==> src/rtl/tswl_pkg.sv <==
// Shared types and constants for the timeline semaphore waiter list.
// Used by timeline_semaphore_waiter_list and its testbench; no dependencies.
`default_nettype none
package tswl_pkg;
   localparam int WAITER_SLOTS = 16;
   localparam int TARGET_BITS  = 8;
   localparam int IDX_BITS     = (WAITER_SLOTS > 1) ? $clog2(WAITER_SLOTS) : 1;
   localparam int CNT_BITS     = $clog2(WAITER_SLOTS + 1);

   localparam logic [1:0] KIND_STATUS = 2'd0;
   localparam logic [1:0] KIND_WAKE   = 2'd1;
   localparam logic [1:0] KIND_DONE   = 2'd2;

   localparam logic [2:0] ST_QUEUED    = 3'd0;
   localparam logic [2:0] ST_SATISFIED = 3'd1;
   localparam logic [2:0] ST_LOWERED   = 3'd2;
   localparam logic [2:0] ST_KEPT      = 3'd3;
   localparam logic [2:0] ST_FULL      = 3'd4;

   typedef struct packed {
      logic [TARGET_BITS-1:0] target;
      logic [63:0]            minimum;
   } entry_type;

   localparam int ENTRY_BITS = $bits(entry_type);
endpackage
`default_nettype wire

==> src/rtl/tswl_ram.sv <==
// Generic simple dual-port RAM with a registered read port.
// No dependencies.
`default_nettype none
module tswl_ram #(
   parameter int WIDTH = 8,
   parameter int DEPTH = 16,
   parameter int ABITS = (DEPTH > 1) ? $clog2(DEPTH) : 1
) (
   input  wire logic             clock,
   input  wire logic             wr_en,
   input  wire logic [ABITS-1:0] wr_addr,
   input  wire logic [WIDTH-1:0] wr_data,
   input  wire logic             rd_en,
   input  wire logic [ABITS-1:0] rd_addr,
   output logic      [WIDTH-1:0] rd_data
);
   logic [WIDTH-1:0] mem [DEPTH];

   always_ff @(posedge clock) begin
      if (wr_en) begin
         mem[wr_addr] <= wr_data;
      end
      if (rd_en) begin
         rd_data <= mem[rd_addr];
      end
   end
endmodule
`default_nettype wire

==> src/rtl/timeline_semaphore_waiter_list.sv <==
// Timeline semaphore with a sorted waiter list held in one RAM (tswl_ram).
// Depends on tswl_pkg. A wait scans the list and may shift entries up; a signal
// inspects entries from the head and then slides the kept entries down.
// One transaction at a time: the list scan and shift share the single RAM
// read and write port. Reset clears the value, the count and self target.
`default_nettype none
module timeline_semaphore_waiter_list (
   input  wire logic        clock,
   input  wire logic        reset,
   input  wire logic        req_tvalid,
   output logic             req_tready,
   input  wire logic [71:0] req_tdata,   // target[7:0], value[71:8]
   input  wire logic [0:0]  req_tuser,   // func
   output logic             rsp_tvalid,
   input  wire logic        rsp_tready,
   output logic      [79:0] rsp_tdata,   // status[2:0], wake_target[10:3],
                                         // seen_value[74:11], self_woke[75]
   output logic      [1:0]  rsp_tuser,   // kind
   output logic             rsp_tlast,
   input  wire logic        csr_valid,
   output logic             csr_ready,
   input  wire logic [7:0]  csr_data     // self_target
);
   localparam int IB = tswl_pkg::IDX_BITS;
   localparam int CB = tswl_pkg::CNT_BITS;
   localparam int TB = tswl_pkg::TARGET_BITS;

   localparam logic [3:0] S_IDLE = 4'd0;
   localparam logic [3:0] S_WRD  = 4'd1;  // wait scan: issue read
   localparam logic [3:0] S_WEV  = 4'd2;  // wait scan: evaluate
   localparam logic [3:0] S_SHRD = 4'd3;  // shift up: read
   localparam logic [3:0] S_SHWR = 4'd4;  // shift up: write
   localparam logic [3:0] S_INS  = 4'd5;
   localparam logic [3:0] S_WOUT = 4'd6;
   localparam logic [3:0] S_PRD  = 4'd7;  // pop scan: read
   localparam logic [3:0] S_PEV  = 4'd8;  // pop scan: evaluate
   localparam logic [3:0] S_CRD  = 4'd9;  // compact: read
   localparam logic [3:0] S_CWR  = 4'd10; // compact: write
   localparam logic [3:0] S_DONE = 4'd11;

   logic [3:0]    state_ff, state_in;
   logic [CB-1:0] cnt_ff, cnt_in;
   logic [CB-1:0] idx_ff, idx_in;
   logic [CB-1:0] le_ff, le_in;
   logic [CB-1:0] fidx_ff, fidx_in;
   logic [CB-1:0] popped_ff, popped_in;
   logic          found_ff, found_in;
   logic [63:0]   fmin_ff, fmin_in;
   logic [TB-1:0] tgt_ff, tgt_in;
   logic [63:0]   val_ff, val_in;
   logic [2:0]    status_ff, status_in;
   logic          selfw_ff, selfw_in;
   logic [63:0]   cur_ff, cur_in;
   logic [7:0]    self_ff, self_in;

   logic          out_v_ff, out_v_in;
   logic [1:0]    out_kind_ff, out_kind_in;
   logic [2:0]    out_stat_ff, out_stat_in;
   logic [7:0]    out_tgt_ff, out_tgt_in;
   logic [63:0]   out_seen_ff, out_seen_in;
   logic          out_self_ff, out_self_in;

   logic                    ram_we, ram_re;
   logic [IB-1:0]           ram_waddr, ram_raddr;
   tswl_pkg::entry_type     ram_wdata, ram_rdata;
   logic [tswl_pkg::ENTRY_BITS-1:0] ram_rbits;

   logic          out_free;
   logic [CB:0]   src_idx;
   logic [CB-1:0] idx_dec;
   logic [15:0]   tgt_wide;
   logic [TB-1:0] me;

   tswl_ram #(
      .WIDTH(tswl_pkg::ENTRY_BITS),
      .DEPTH(tswl_pkg::WAITER_SLOTS)
   ) u_list (
      .clock  (clock),
      .wr_en  (ram_we),
      .wr_addr(ram_waddr),
      .wr_data(ram_wdata),
      .rd_en  (ram_re),
      .rd_addr(ram_raddr),
      .rd_data(ram_rbits)
   );
   assign ram_rdata = tswl_pkg::entry_type'(ram_rbits);

   assign req_tready = (state_ff == S_IDLE);
   assign csr_ready  = 1'b1;
   assign rsp_tvalid = out_v_ff;
   assign rsp_tuser  = out_kind_ff;
   assign rsp_tlast  = out_v_ff && (out_kind_ff != tswl_pkg::KIND_WAKE);
   assign rsp_tdata  = {4'd0, out_self_ff, out_seen_ff, out_tgt_ff, out_stat_ff};

   // Result register may take a new result when empty or draining this cycle.
   assign out_free = !out_v_ff || rsp_tready;
   assign src_idx  = {1'b0, idx_ff} + {1'b0, popped_ff};
   assign idx_dec  = idx_ff - CB'(1);
   assign tgt_wide = 16'(ram_rdata.target);
   assign me       = TB'(self_ff);

   always_comb begin
      state_in    = state_ff;
      cnt_in      = cnt_ff;
      idx_in      = idx_ff;
      le_in       = le_ff;
      fidx_in     = fidx_ff;
      popped_in   = popped_ff;
      found_in    = found_ff;
      fmin_in     = fmin_ff;
      tgt_in      = tgt_ff;
      val_in      = val_ff;
      status_in   = status_ff;
      selfw_in    = selfw_ff;
      cur_in      = cur_ff;
      self_in     = self_ff;
      out_v_in    = out_v_ff && !rsp_tready;
      out_kind_in = out_kind_ff;
      out_stat_in = out_stat_ff;
      out_tgt_in  = out_tgt_ff;
      out_seen_in = out_seen_ff;
      out_self_in = out_self_ff;
      ram_we      = 1'b0;
      ram_waddr   = idx_ff[IB-1:0];
      ram_wdata   = ram_rdata;
      ram_re      = 1'b0;
      ram_raddr   = idx_ff[IB-1:0];

      if (csr_valid) begin
         self_in = csr_data;
      end

      case (state_ff)
         S_IDLE: begin
            if (req_tvalid) begin
               tgt_in   = TB'(req_tdata[7:0]);
               val_in   = req_tdata[71:8];
               idx_in   = '0;
               le_in    = '0;
               found_in = 1'b0;
               selfw_in = 1'b0;
               if (req_tuser[0]) begin
                  // Signal: take the new value now, then pop from the head.
                  cur_in   = req_tdata[71:8];
                  state_in = S_PRD;
               end else if (cur_ff >= req_tdata[71:8]) begin
                  status_in = tswl_pkg::ST_SATISFIED;
                  state_in  = S_WOUT;
               end else begin
                  state_in = S_WRD;
               end
            end
         end
         S_WRD: begin
            if (idx_ff == cnt_ff) begin
               // Scan finished: decide where the waiter goes.
               if (found_ff) begin
                  if (val_ff < fmin_ff) begin
                     status_in = tswl_pkg::ST_LOWERED;
                     idx_in    = fidx_ff;
                     state_in  = S_SHRD;
                  end else begin
                     status_in = tswl_pkg::ST_KEPT;
                     state_in  = S_WOUT;
                  end
               end else if (cnt_ff == CB'(tswl_pkg::WAITER_SLOTS)) begin
                  status_in = tswl_pkg::ST_FULL;
                  state_in  = S_WOUT;
               end else begin
                  status_in = tswl_pkg::ST_QUEUED;
                  cnt_in    = cnt_ff + CB'(1);
                  state_in  = S_SHRD;
               end
            end else begin
               ram_re   = 1'b1;
               state_in = S_WEV;
            end
         end
         S_WEV: begin
            if (!found_ff && ram_rdata.target == tgt_ff) begin
               found_in = 1'b1;
               fidx_in  = idx_ff;
               fmin_in  = ram_rdata.minimum;
            end
            if (ram_rdata.minimum <= val_ff) begin
               le_in = le_ff + CB'(1);
            end
            idx_in   = idx_ff + CB'(1);
            state_in = S_WRD;
         end
         S_SHRD: begin
            // Move entries in [le, idx) up by one, top first.
            if (idx_ff == le_ff) begin
               state_in = S_INS;
            end else begin
               ram_re    = 1'b1;
               ram_raddr = idx_dec[IB-1:0];
               state_in  = S_SHWR;
            end
         end
         S_SHWR: begin
            ram_we   = 1'b1;
            idx_in   = idx_dec;
            state_in = S_SHRD;
         end
         S_INS: begin
            ram_we            = 1'b1;
            ram_waddr         = le_ff[IB-1:0];
            ram_wdata.target  = tgt_ff;
            ram_wdata.minimum = val_ff;
            state_in          = S_WOUT;
         end
         S_WOUT: begin
            if (out_free) begin
               out_v_in    = 1'b1;
               out_kind_in = tswl_pkg::KIND_STATUS;
               out_stat_in = status_ff;
               out_tgt_in  = 8'(tgt_ff);
               out_seen_in = cur_ff;
               out_self_in = 1'b0;
               state_in    = S_IDLE;
            end
         end
         S_PRD: begin
            if (idx_ff == cnt_ff) begin
               popped_in = idx_ff;
               idx_in    = '0;
               state_in  = S_CRD;
            end else begin
               ram_re   = 1'b1;
               state_in = S_PEV;
            end
         end
         S_PEV: begin
            if (ram_rdata.minimum > cur_ff) begin
               popped_in = idx_ff;
               idx_in    = '0;
               state_in  = S_CRD;
            end else if (ram_rdata.target == me) begin
               selfw_in = 1'b1;
               idx_in   = idx_ff + CB'(1);
               state_in = S_PRD;
            end else if (out_free) begin
               out_v_in    = 1'b1;
               out_kind_in = tswl_pkg::KIND_WAKE;
               out_stat_in = tswl_pkg::ST_QUEUED;
               out_tgt_in  = tgt_wide[7:0];
               out_seen_in = cur_ff;
               out_self_in = 1'b0;
               idx_in      = idx_ff + CB'(1);
               state_in    = S_PRD;
            end
         end
         S_CRD: begin
            // Slide the survivors down over the popped head.
            if (popped_ff == '0 || src_idx == {1'b0, cnt_ff}) begin
               cnt_in   = cnt_ff - popped_ff;
               state_in = S_DONE;
            end else begin
               ram_re    = 1'b1;
               ram_raddr = src_idx[IB-1:0];
               state_in  = S_CWR;
            end
         end
         S_CWR: begin
            ram_we   = 1'b1;
            idx_in   = idx_ff + CB'(1);
            state_in = S_CRD;
         end
         S_DONE: begin
            if (out_free) begin
               out_v_in    = 1'b1;
               out_kind_in = tswl_pkg::KIND_DONE;
               out_stat_in = tswl_pkg::ST_QUEUED;
               out_tgt_in  = 8'd0;
               out_seen_in = cur_ff;
               out_self_in = selfw_ff;
               state_in    = S_IDLE;
            end
         end
         default: begin
            state_in = S_IDLE;
         end
      endcase
   end

   always_ff @(posedge clock) begin
      if (reset) begin
         state_ff <= S_IDLE;
         cnt_ff   <= '0;
         cur_ff   <= '0;
         self_ff  <= '0;
         out_v_ff <= 1'b0;
      end else begin
         state_ff <= state_in;
         cnt_ff   <= cnt_in;
         cur_ff   <= cur_in;
         self_ff  <= self_in;
         out_v_ff <= out_v_in;
      end
   end

   always_ff @(posedge clock) begin
      idx_ff      <= idx_in;
      le_ff       <= le_in;
      fidx_ff     <= fidx_in;
      popped_ff   <= popped_in;
      found_ff    <= found_in;
      fmin_ff     <= fmin_in;
      tgt_ff      <= tgt_in;
      val_ff      <= val_in;
      status_ff   <= status_in;
      selfw_ff    <= selfw_in;
      out_kind_ff <= out_kind_in;
      out_stat_ff <= out_stat_in;
      out_tgt_ff  <= out_tgt_in;
      out_seen_ff <= out_seen_in;
      out_self_ff <= out_self_in;
   end
endmodule
`default_nettype wire

==> config.mk <==
export PLATFORM = sky130hd
export DESIGN_NAME = timeline_semaphore_waiter_list
export DESIGN_NICKNAME = d
export VERILOG_FILES = /design/src/rtl/tswl_pkg.sv /design/src/rtl/tswl_ram.sv /design/src/rtl/timeline_semaphore_waiter_list.sv
export SDC_FILE = /design/constraint.sdc
export NUM_CORES = 2
export LEC_CHECK = 0
export BUFFER_PORTS_ARGS = -buffer_cell sky130_fd_sc_hd__buf_2
export CORE_MARGIN = 5
export CORE_UTILIZATION = 35
export CTS_BUF_LIST = sky130_fd_sc_hd__clkbuf_4 sky130_fd_sc_hd__clkbuf_8
export CTS_CLUSTER_SIZE = 40
export DETAILED_ROUTE_END_ITERATION = 12
export PLACE_DENSITY = 0.52
export SETUP_SLACK_MARGIN = 0.5
export SYNTH_ARGS = -nofsm -noshare
export SYNTH_HDL_FRONTEND = slang
export SYNTH_SLANG_ARGS = --single-unit
==> constraint.sdc <==
create_clock -name clock -period 9.6 [get_ports clock]
set_clock_uncertainty 0.15 [all_clocks]
set_input_delay 0.48 -clock clock [delete_from_list [all_inputs] [get_ports clock]]
set_output_delay 0.48 -clock clock [all_outputs]
set_load 0.03 [all_outputs]
==> impl.org <==
** Routing
- After detailed routing, the number of vias per cell comes to 5.61.
- Routed wire length :: 215 mm
- The first detailed-routing pass ran for 6 iterations.
- In the routed design, unresolved DRC markers number 0.
- In the final routed layout, each cell accounts on average for 27.2 um.
- The routed layout has 44,351 vias.
- The detailed router finished its first iteration with 4,290 violations.
- The detail route stage leaves a number of antenna-violating nets equal to 0.

** Yosys
- The cell area that synthesis handed to floorplanning was 0.0672 mm^2.
- Yosys mapped a number of flops with a built-in enable equal to 1,463.
- Most repeated cell in the gate-level netlist after synthesis :: sky130_fd_sc_hd__edfxtp_1
- Synthesized-area fraction occupied by xor and xnor cells :: 0.607%
- Post-Syn Area per Cell :: 13.7 um^2
- The top cell type by area accounts for 65.3% of the synthesized area.
- Yosys attributes the largest share of cell area to sky130_fd_sc_hd__edfxtp_1 65%, sky130_fd_sc_hd__ha_1 5.0%, sky130_fd_sc_hd__a21oi_1 2.9%.
- Number of warnings printed during yosys synthesis :: 0
- Number of flip-flops and latches in the synthesized netlist :: 1,545
- Multiplexer cells account for 2.97% of the synthesized area.
- Synth Area in Adders :: 5.03%
- After synthesis, the share of flip-flops with an asynchronous set or reset is 0%.
- Counting instances in the post-synthesis netlist gives the leading cell types as 1,463 x sky130_fd_sc_hd__edfxtp_1, 426 x sky130_fd_sc_hd__nand2_1, 388 x sky130_fd_sc_hd__a21oi_1, 277 x sky130_fd_sc_hd__inv_1, 267 x sky130_fd_sc_hd__ha_1.
- Distinct cells, synth :: 75
- Yosys top cell by area :: sky130_fd_sc_hd__edfxtp_1
- Of the synthesized area, sequential elements account for 67.8%.
- Fraction of the mapped netlist area in simple logic gates :: 6.48%
- By area, the combinational part of the netlist is dominated by compound AO/OA/AOI/OAI gates.
- Top flip-flop cell by instance count after synthesis :: sky130_fd_sc_hd__edfxtp_1
- Synth Instances :: 4,898
- Fraction of the mapped netlist area in compound gates :: 13.4%

** Worst setup path
- STA classifies the critical path startpoint as a flop.
- The critical path in this run is classified as reg -> reg.
- CP Launch Point :: idx_ff[0]
- Worst R2R Start :: idx_ff[0]
- WP data arrival :: 7.07 ns
- Worst-path fanout max :: 38
- Data on the critical path is required at its endpoint by 10.22 ns.
- Critical Path Sink Type :: flop

** Placement
- Summed over all nets, the half-perimeter wirelength after detailed placement is 122 mm.
- The placed instances occupy a cell area of 0.0709 mm^2.
- Port buffering added 166 buffers.
- Number of instances in the placed design :: 7,335
- At the end of routability-driven placement, the weighted congestion stood at 0.799.

** Clocking
- Htree depth :: 5
- Clock transition at the registers of the reported paths :: 0.06 ns
- Clock tree synthesis found a total of 1,545 sinks.
- Number of clock buffers inserted by TritonCTS :: 278
- CTS tree :: yes
- Clock Tree Root :: sky130_fd_sc_hd__clkbuf_8
- After clock tree synthesis, the setup repair step added 0 buffers.
- The clock passes through at most 4 buffers.
- Later-pin clock latency in the skew report :: 1.02 ns

** Min path
- In this run the most critical hold path is launched from req_tdata[31].
- Tightest Hold Check Type :: in -> reg

** Timing
- Setup violations remaining at the end of the flow were counted as 0.
- For the pin with the worst max-slew slack, the measured transition is 1.41 ns.
- The routed design could run at a clock period as short as 6.45 ns.
- In this run the tightest slew margin relative to its limit is 5.66%.
- The final count of hold timing violations came to 0.
- Setup repair after global routing missed its margin :: false
- Fin Setup TNS :: 0 ns
- Maximum clock frequency :: 155 MHz
- Final worst-path cycle share :: 67.2%
- Final Max Tran Viols :: 0

** Final layout
- Utilization of the core after routing :: 40.5%
- Fraction of final layout cells sized beyond drive strength 1 :: 15.9%
- Number of nets in the layout :: 5,566
- The layout has 17,719 filler cells.
- For this run, the number of standard cells in the final layout without fillers is 7,909.
- From synthesis to final layout, the design area changed by 14.7%.
- Post-route design area :: 0.0772 mm^2

** Power
- Sequential cell fraction of total power :: 40.5%
- Overall power consumption after layout is estimated at 24,000 uW.
- Leak pwr :: 0.0272 uW
- The analysis attributes to net switching a power of 9170 uW.
- In this run the power density over the cells is 312 mW/mm^2.
- The clock network accounts for 24.7% of the total power.
- Int Pwr :: 14,900 uW
- Worst vdd rail ir drop :: 0.253 mV
- Switching share of power :: 38.1%
- The share of total power dissipated in combinational logic is 34.8%.

** Global route
- GRT overflow :: 0
- Global-route usage over all layers :: 20.9%
- Maximum number of pins on one net before global-route repair :: 184
- The number of antenna violations at the first check in global routing is 13.
- The via count of the first global-routing pass is 43,818.
- First-pass GRT wire length :: 310 mm

** Floorplan
- After floorplanning, the core was sized to cover 0.191 mm^2.
- Die height :: 448 um
- Die width :: 448 um
- In this run the count of I/O pins placed on the die edge is 172.
- Site Rows :: 160
- Effective utilization at floorplan :: 35.3%
- Area enclosed by the die boundary :: 0.201 mm^2

** Run status
- Result of the run :: completed

** Run
- The tool flagged a number of max-cap violations equal to 0.
flip-flops by register name, indices dropped and copies added, names as in the netlist, 2 cells and up:
| signal | cells |
|---|---|
| cnt_ff | 5 |
| cur_ff | 64 |
| fidx_ff | 5 |
| fmin_ff | 64 |
| idx_ff | 5 |
| le_ff | 5 |
| me | 8 |
| out_seen_ff | 64 |
| out_stat_ff | 3 |
| out_tgt_ff | 8 |
| popped_ff | 5 |
| rsp_tuser | 2 |
| state_ff | 4 |
| status_ff | 3 |
| tgt_ff | 8 |
| u_list.mem | 1152 |
| u_list.rd_data | 72 |
| val_ff | 64 |
worst paths after layout:
| path | end | slack [ns] | cells past startpoint |
|---|---|---|---|
| worst min register to register | out_seen_ff[55] | 0.28 | 0 |
| worst max register to register | u_list.rd_data[56] | 3.15 | 14 |
| worst min-delay path | val_ff[23] | 0.09 | 2 |
| worst max-delay path | u_list.rd_data[56] | 3.15 | 14 |
through the flow:
| step | setup WS, ns | hold WS, ns |
|---|---|---|
| floorplan | 1.74 | 0.276 |
| global placement | 3.08 | 0.268 |
| detailed placement | 3.00 | 0.268 |
| CTS | 3.00 | 0.000158 |
| global route | 2.67 | 0.0133 |
| finish | 3.15 | 0.0883 |
cells in the final DEF (no fill, tap or decap), types with 12 or more instances in the layout:
master and n:
sky130_fd_sc_hd__edfxtp_1 1463, sky130_fd_sc_hd__nand2_1 420, sky130_fd_sc_hd__a21oi_1 387, sky130_fd_sc_hd__clkbuf_8 299, sky130_fd_sc_hd__inv_1 277, sky130_fd_sc_hd__ha_1 267, sky130_fd_sc_hd__a2111oi_0 191, sky130_fd_sc_hd__o21ai_0 187
sky130_fd_sc_hd__buf_2 165, sky130_fd_sc_hd__nand3_1 164, sky130_fd_sc_hd__dlygate4sd3_1 107, sky130_fd_sc_hd__mux2_2 106, sky130_fd_sc_hd__and3_1 105, sky130_fd_sc_hd__a22o_1 102, sky130_fd_sc_hd__clkbuf_4 91, sky130_fd_sc_hd__a211oi_1 88
sky130_fd_sc_hd__dfxtp_1 82, sky130_fd_sc_hd__buf_4 78, sky130_fd_sc_hd__a21o_1 75, sky130_fd_sc_hd__nor2_1 71, sky130_fd_sc_hd__mux2i_1 62, sky130_fd_sc_hd__nand4_1 55, sky130_fd_sc_hd__o221ai_1 50, sky130_fd_sc_hd__clkinv_1 44
sky130_fd_sc_hd__a21boi_0 28, sky130_fd_sc_hd__a211o_1 27, sky130_fd_sc_hd__o32ai_1 26, sky130_fd_sc_hd__a22oi_1 25, sky130_fd_sc_hd__nor3_1 24, sky130_fd_sc_hd__xnor2_1 23, sky130_fd_sc_hd__xor2_1 21, sky130_fd_sc_hd__nor2_4 19
sky130_fd_sc_hd__o311ai_0 19, sky130_fd_sc_hd__o22ai_2 19, sky130_fd_sc_hd__nor2b_1 17, sky130_fd_sc_hd__clkinv_2 17, sky130_fd_sc_hd__nand2b_1 12, sky130_fd_sc_hd__o22ai_1 12, sky130_fd_sc_hd__buf_12 12
logic make-up (layout without fill, tap and decap cells):
family          count (synthesis)  count (layout)
compound gates               1309            1309
xor+xnor                       45              45
fa+ha+maj                     269             269
buf+inv                       610            1096
flops                        1545            1545
mux                           181             181
other cells                     2              16
simple gates                  937             937
area by class of cell:
class	count	area, um^2	share of cell area [%]
repair buffers	363	2730	3.54
flip-flops and latches	1545	45600	59.1
well taps	2511	3140	4.07
diodes	11	27.5	0.0357
multi-input cells	2746	19500	25.3
clock inverters	66	355	0.461
inverters	277	1040	1.35
clock buffers	390	4800	6.22
power groups by stage:
stage	Combinational, uW	Sequential, uW	Clock [uW]
6_report	8380	9730	5930
2_1_floorplan	5410	9510	0
4_1_cts	8400	9730	6060
3_5_place_dp	8330	9870	0
3_3_place_gp	8220	9860	0
5_1_grt	9070	9770	6400
worst max-delay path, stage by stage, from the launching register on:
cell,delay (ns)
sky130_fd_sc_hd__edfxtp_1,0.67
sky130_fd_sc_hd__ha_1,0.26
sky130_fd_sc_hd__inv_1,0.05
sky130_fd_sc_hd__fa_1,0.39
sky130_fd_sc_hd__nand2b_1,0.16
sky130_fd_sc_hd__a21oi_1,0.16
sky130_fd_sc_hd__xor2_1,0.20
sky130_fd_sc_hd__mux2_1,0.39
sky130_fd_sc_hd__o21a_1,0.37
sky130_fd_sc_hd__a31oi_1,0.60
sky130_fd_sc_hd__nand2_4,0.51
sky130_fd_sc_hd__nor3_4,1.26
sky130_fd_sc_hd__buf_4,0.55
sky130_fd_sc_hd__a2111oi_0,0.25
sky130_fd_sc_hd__o221ai_1,0.19
metal layers:
metal | GRT usage, % | wire (um)
met1 | 27.9 | 90500
met2 | 34.5 | 103000
met3 | 3.33 | 13700
met4 | 7.88 | 8090
met5 | 0 | 0
what timing repair did:
item	in CTS	in global routing
endpoints found under the setup margin	0	0
hold buffers	107	0
endpoints found under the hold margin	160	0
resized for setup	0	0
Power figures use the tool's default switching activity.
